$ cat src/rtl/core/q31alu_pkg.sv
// Package for the Q31 saturating ALU: operation codes, Q31 limits and the
// word type that travels along the divider cell chain. No dependencies.
package q31alu_pkg;

    typedef enum logic [1:0] {
        KIND_ADD = 2'd0,
        KIND_SUB = 2'd1,
        KIND_MUL = 2'd2,
        KIND_DIV = 2'd3
    } t_kind;

    localparam logic [31:0] QMax = 32'h7FFF_FFFF;
    localparam logic [31:0] QMin = 32'h8000_0000;
    localparam logic signed [63:0] MulBias = 64'sh0000_0000_4000_0000;

    // Thirty-one quotient bits and one rounding bit.
    localparam int NumCells = 32;

    typedef struct packed {
        logic        valid;
        logic        div;
        logic        ovf;
        logic        neg;
        logic [31:0] rem;
        logic [31:0] dvs;
        logic [31:0] quo;
        logic [31:0] res;
    } t_stage;

endpackage

$ cat src/rtl/core/q31alu_cell.sv
// One cell of the divider chain: a single restoring division step, with the
// word of a non-divide operation carried through. Depends on q31alu_pkg.
module q31alu_cell (
    input  logic               i_clk,
    input  logic               i_rst_n,
    input  logic               i_en,
    input  q31alu_pkg::t_stage i_st,
    output q31alu_pkg::t_stage o_st
);
    q31alu_pkg::t_stage r_st;
    q31alu_pkg::t_stage n_st;
    logic [32:0] w_trial;
    logic [32:0] w_diff;
    logic        w_bit;

    always_comb begin
        w_trial = {i_st.rem, 1'b0};
        w_diff  = w_trial - {1'b0, i_st.dvs};
        w_bit   = (w_trial >= {1'b0, i_st.dvs});
        n_st    = i_st;
        if (i_st.div) begin
            n_st.rem = w_bit ? w_diff[31:0] : w_trial[31:0];
            n_st.quo = {i_st.quo[30:0], w_bit};
        end
    end

    always_ff @(posedge i_clk) begin
        if (!i_rst_n) begin
            r_st <= '0;
        end else if (i_en) begin
            r_st <= n_st;
        end
    end

    assign o_st = r_st;
endmodule

$ cat config.mk
export PLATFORM = sky130hd
export DESIGN_NAME = q31alu_cell
export DESIGN_NICKNAME = d
export VERILOG_FILES = /design/src/rtl/core/q31alu_pkg.sv /design/src/rtl/core/q31alu_cell.sv
export SDC_FILE = /design/constraint.sdc
export NUM_CORES = 1
export LEC_CHECK = 0
export BUFFER_PORTS_ARGS = -buffer_cell sky130_fd_sc_hd__buf_2
export CORE_MARGIN = 5
export CORE_UTILIZATION = 50
export CTS_CLUSTER_DIAMETER = 150
export DETAILED_ROUTE_END_ITERATION = 10
export GPL_TIMING_DRIVEN = 0
export PLACE_DENSITY = 0.8
export SLEW_MARGIN = 20
export SYNTH_ARGS = -nofsm -noshare
export SYNTH_HDL_FRONTEND = slang
export SYNTH_SLANG_ARGS = --single-unit
$ cat constraint.sdc
create_clock -name i_clk -period 5.8 [get_ports i_clk]
set_clock_uncertainty 0.1 [all_clocks]
set_input_delay 0.58 -clock i_clk [delete_from_list [all_inputs] [get_ports i_clk]]
set_output_delay 0.58 -clock i_clk [all_outputs]
set_load 0.02 [all_outputs]
---- Yosys cells after proc, flatten, opt, wreduce, memory -nomap -nowiden ----
Cells that the tools add are included.
storage, ports and cells
  flip-flop bits (word level) ............. 132
  latch bits .............................. 0
  memory bits (writable) .................. 0
  memory bits (read-only) ................. 0
  input bits .............................. 135
  word-level logic and storage cells ...... 13
  memories kept ........................... 0
operators by class
  add/subtract/negate cells ............... 1
  $mul .................................... 0
  divide/modulo/power cells ............... 0
  $lt $le $gt $ge ......................... 1
  equal/unequal tests ..................... 0
  shift-type cells ........................ 0
  multiplexer cells ....................... 3
  bitwise gates (word level) .............. 0
  reduce and logical (&&, ||, !) cells .... 0
operators by type and width
  kind              count
  $mux W32          3
  $ge A33 B32 Y1    1
  $sub A32 B32 Y32  1

---- Depth between registers and ports, before layout ----
  word-level depth ........................ 3
  gate-level depth with buffers ........... 14
  depth with buffers taken out ............ 12

---- Worst setup path before layout ----
OpenSTA, ideal clock, no wires.
  path kind ............................... input port to flip-flop
  from .................................... in i_st[71] in the netlist's numbering
  to ...................................... reg r_st (netlist bit o_st[122])
  arrival ................................. 2.839 ns
  data required time ...................... 5.583 ns
  slack ................................... 2.744 ns
  stages .................................. 13
  path buffers ............................ 2
  path through ............................ inv_1 -> ha_1 -> nand2_2 -> o311a_1 -> or2_4 -> a31oi_4 -> o31ai_4 -> o311a_1 -> buf_6 -> buf_6 -> nand2_1 -> o211ai_1 -> a32o_1
on the way
  word-level cells in the longest chain between the ends .. 3
  elaborated cells on any way between the ends .. 4
RTL lines
  what                                                       line                                  RTL
  start, declared                                            q31alu_cell.sv:7                      input q31alu_pkg::t_stage i_st,
  $sub A32 B32 Y32 / $ge A33 B32 Y1 (equally long branches)  q31alu_cell.sv:18, q31alu_cell.sv:19
  $mux W32 (*)                                               q31alu_cell.sv:22                     n_st.rem = w_bit ? w_diff[31:0] : w_trial[31:0];
  $mux W32 (*)                                               q31alu_cell.sv:21                     if (i_st.div) begin
  end signal, assigned                                       q31alu_cell.sv:31                     r_st <= n_st;
  end, declared                                              q31alu_cell.sv:10                     q31alu_pkg::t_stage r_st;
Every way passes the cells marked *; elsewhere a longest branch is shown, timed or not.
A chain may end at the register's enable or synchronous reset.

---- Worst setup path in the final report ----
  from .................................... in i_st[77] in the netlist's numbering
  to ...................................... reg r_st (netlist bit o_st[116])
Same word-level chain as after synthesis.

==> metrics <==
status=finished, final reports clean; clock-pin slew on the worst setup and hold paths=around 0.060 ns; post-synthesis sequential area ratio=a little over a third; PnR Total Power=between 2 and 3 mW; R2R setup slack=4.84 ns; area taken by flip-flops and latches=approximately 2600 um^2; die span in y=around 130 um; ratio of final minimum period to clock period=approximately 56%; reported leakage power=about 5.0 nW; CTS root buffer=clkbuf_16; largest net degree at the start of global routing=17; sequential power share=37.6%; largest vdd supply drop=~0.19 mV; aggregate global-route resource usage=a little over a quarter; Max-cap violations=0; origin of the worst min-delay path=i_st[29]; Syn Nets=between 1000 and 1500; remaining design rule violation count=0; largest buffer count on any clock path=2; remaining global-route overflow=0; RSZ-0062 raised after global routing=no; Non-Filler Cell Area, Final=between 9000 and 10000 um^2; count of cell types in the netlist=59; number of antenna violations at the first check in global routing=2; CTS hold repair buffers=0; post-cts repair resize count=0; DR pass1 iterations=5; CTS Sinks=132; # rows=44; internal power contribution=approximately 1.8 mW; power share of the clock group=a little under two fifths; post-synthesis async set-or-reset flop share=0%; post-DR vias/cell=5.54; net switching power=880 uW; destination of the worst register-to-register timing path=o_st[125]; Final Wtd Congestion=about 0.9; Num CTS Buffers=17; post-route insts no fill=between 1000 and 1500; Setup crit start kind=input pin; warnings from Yosys=0; number of fill cells in the layout=approximately 1300; Core Region=about 15000 um^2; post-place setup slack=between 2 and 2.5 ns; shortest period the worst path allows=3.22 ns; Setup Buffers After CTS=0; average routed wire per standard cell=~18 um; number of global-route vias before repair=slightly above 7000; global-route wire length before repair=about 37 mm; number of antenna-violating nets in the routed design=0; total via count in the routed design=roughly 7300; number of synthesized flops with an enable pin=0; final net count=around 1300; fraction of final layout cells with drive strength greater than 1=between 20% and 30%; hold path endpoint=o_st[29]; leading register cell type out of synthesis=dfxtp_1; clock insertion delay at the later pin of the skew report=a little over 0.4 ns; Layout area overhead=28.2%; initial standard-cell utilization of the core=about half; Netlist Area Pre-Place=7480 um^2; number of endpoints with negative hold slack in the final report=0; data required time of the worst path=~6.0 ns; 1st-iter DRT viols=between 600 and 700; TritonCTS clock tree=built; multi-input logic area=~4400 um^2; WL final=24.2 mm; transition time of the tightest slew-check pin=just under 0.8 ns; Worst Path Class, Setup=input pin to flip-flop; Crit Reg-Reg Startpoint=o_st[125]; combinational cell fraction of total power=24.8%; setup slack of the critical path after layout=2.58 ns; number of cells on the worst hold path=3; flip-flop count of the largest register after layout=~130; width of the die=between 100 and 150 um; power density over the cells=approximately 280 nW/um^2; setup violation total in the final timing report=0; Data arrival, critical path=3.41 ns; Area after DPL=between 9000 and 10000 um^2; Post-Synthesis Mean Instance Area=approximately 9 um^2; HPWL reported at the end of detailed placement=between 15 and 20 mm; kind of end point of the critical path=flip-flop; DIE AREA=around 18000 um^2; switching fraction of total power=roughly a third; relative max-transition margin=a little under half; number of max-slew violations in the final report=0; number of buffers added on ports=approximately 270; CTS H-tree lvls=4; accumulated negative setup slack=0 ns; Top-Level Pins=around 270; top achievable clock speed=~0.31 GHz; class of the tightest hold or removal check=input pin to flip-flop; biggest fanout along the worst timing path=7; Worst Reg2Reg Path Length in Cells=3; Cell Count Post-Placement=1290; register bit total from synthesis=between 100 and 150; cell count after synthesis=roughly 840
-- placed cells by master (no fill, tap or decap), types with 17 or more instances in the layout --
master,count
a21oi_1,47
buf_2,267
clkbuf_1,36
clkbuf_16,17
dfxtp_1,132
ha_1,32
inv_1,40
mux2i_1,107
nand2_1,72
nor2_1,35
nor2b_1,73
o211a_1,34
o21ai_0,35
-- through the flow --
| stage | hold slack [ns] | utilization, % |
|---|---|---|
| final | 0.317 | 65.7 |
| after global routing | 0.301 | 65.7 |
| after CTS | 0.306 | 65.7 |
| after detailed placement | 0.339 | 61.9 |
| after global placement | 0.335 | 61.9 |
| after floorplan | 0.423 | - |
-- critical path, cell delays in order --
cell      delay [ns]
buf_2           0.10
inv_1           0.06
ha_1            0.27
clkbuf_1        0.25
nand4_1         0.26
nor3_1          0.24
o311ai_0        0.27
a31o_2          0.33
a21oi_1         0.29
xor2_1          0.12
mux2_2          0.28
mux2i_1         0.25
a21oi_1         0.11
-- cells in the mapped netlist (12+ instances only) --
cell type,instances,area [um^2]
o21ai_1,16,80.1
mux2i_1,107,1070
o21ai_0,35,175
nand2_1,72,270
o211a_1,34,340
nor2b_1,73,457
clkbuf_1,36,135
a211oi_1,13,97.6
xor2_1,15,131
nor2_1,35,131
inv_1,40,150
ha_1,32,400
a21oi_1,47,235
o221ai_1,12,105
a21o_1,13,97.6
dfxtp_1,132,2640
-- routing by layer --
| layer | GRT usage, % | wire (um) |
|---|---|---|
| met5 | 0 | 0 |
| met4 | 8.03 | 590 |
| met3 | 9.50 | 2360 |
| met2 | 44.1 | 11500 |
| met1 | 31.7 | 9680 |
-- cells by family after synthesis --
group | Yosys count | synth area share, %
buffers and inverters | 95 | 5.25
adders and majority gates | 33 | 5.62
xor gates and xnor gates | 25 | 2.93
DFF | 132 | 35.3
AOI/OAI and AO/OA | 217 | 20.8
and+or+nand+nor | 231 | 15.6
muxes | 108 | 14.5
-- worst max-delay path by stage --
stage          startpoint        end  slack (ns)  cells after the start
4_1_cts          i_st[71]  o_st[116]        2.64                     12
3_3_place_gp     i_st[71]  o_st[116]        2.21                     12
2_1_floorplan    i_st[71]  o_st[122]        2.74                     13
6_report         i_st[77]  o_st[116]        2.58                     13
3_5_place_dp     i_st[71]  o_st[116]        2.20                     12
5_1_grt          i_st[74]  o_st[116]        2.41                     13
-- final cells by class --
class	count	area share, %
well taps	184	2.40
inverters	41	1.61
multi-input cells	614	46.4
repair buffers	265	13.8
clock buffers	17	4.44
flip-flops and latches	132	27.6
plain buffers	54	2.49
clock inverters	15	1.28
diodes	1	0.0261
-- power by group through the flow --
stage	Sequential, mW	Combinational [mW]	Clock [mW]
after global placement	1.02	0.647	0
after global routing	1.01	0.721	1.06
final	1.00	0.662	1.01
after detailed placement	1.02	0.656	0
after floorplan	1.10	0.354	0
after CTS	1.00	0.658	1.02
Note: power is estimated with default switching activity, not from simulation.
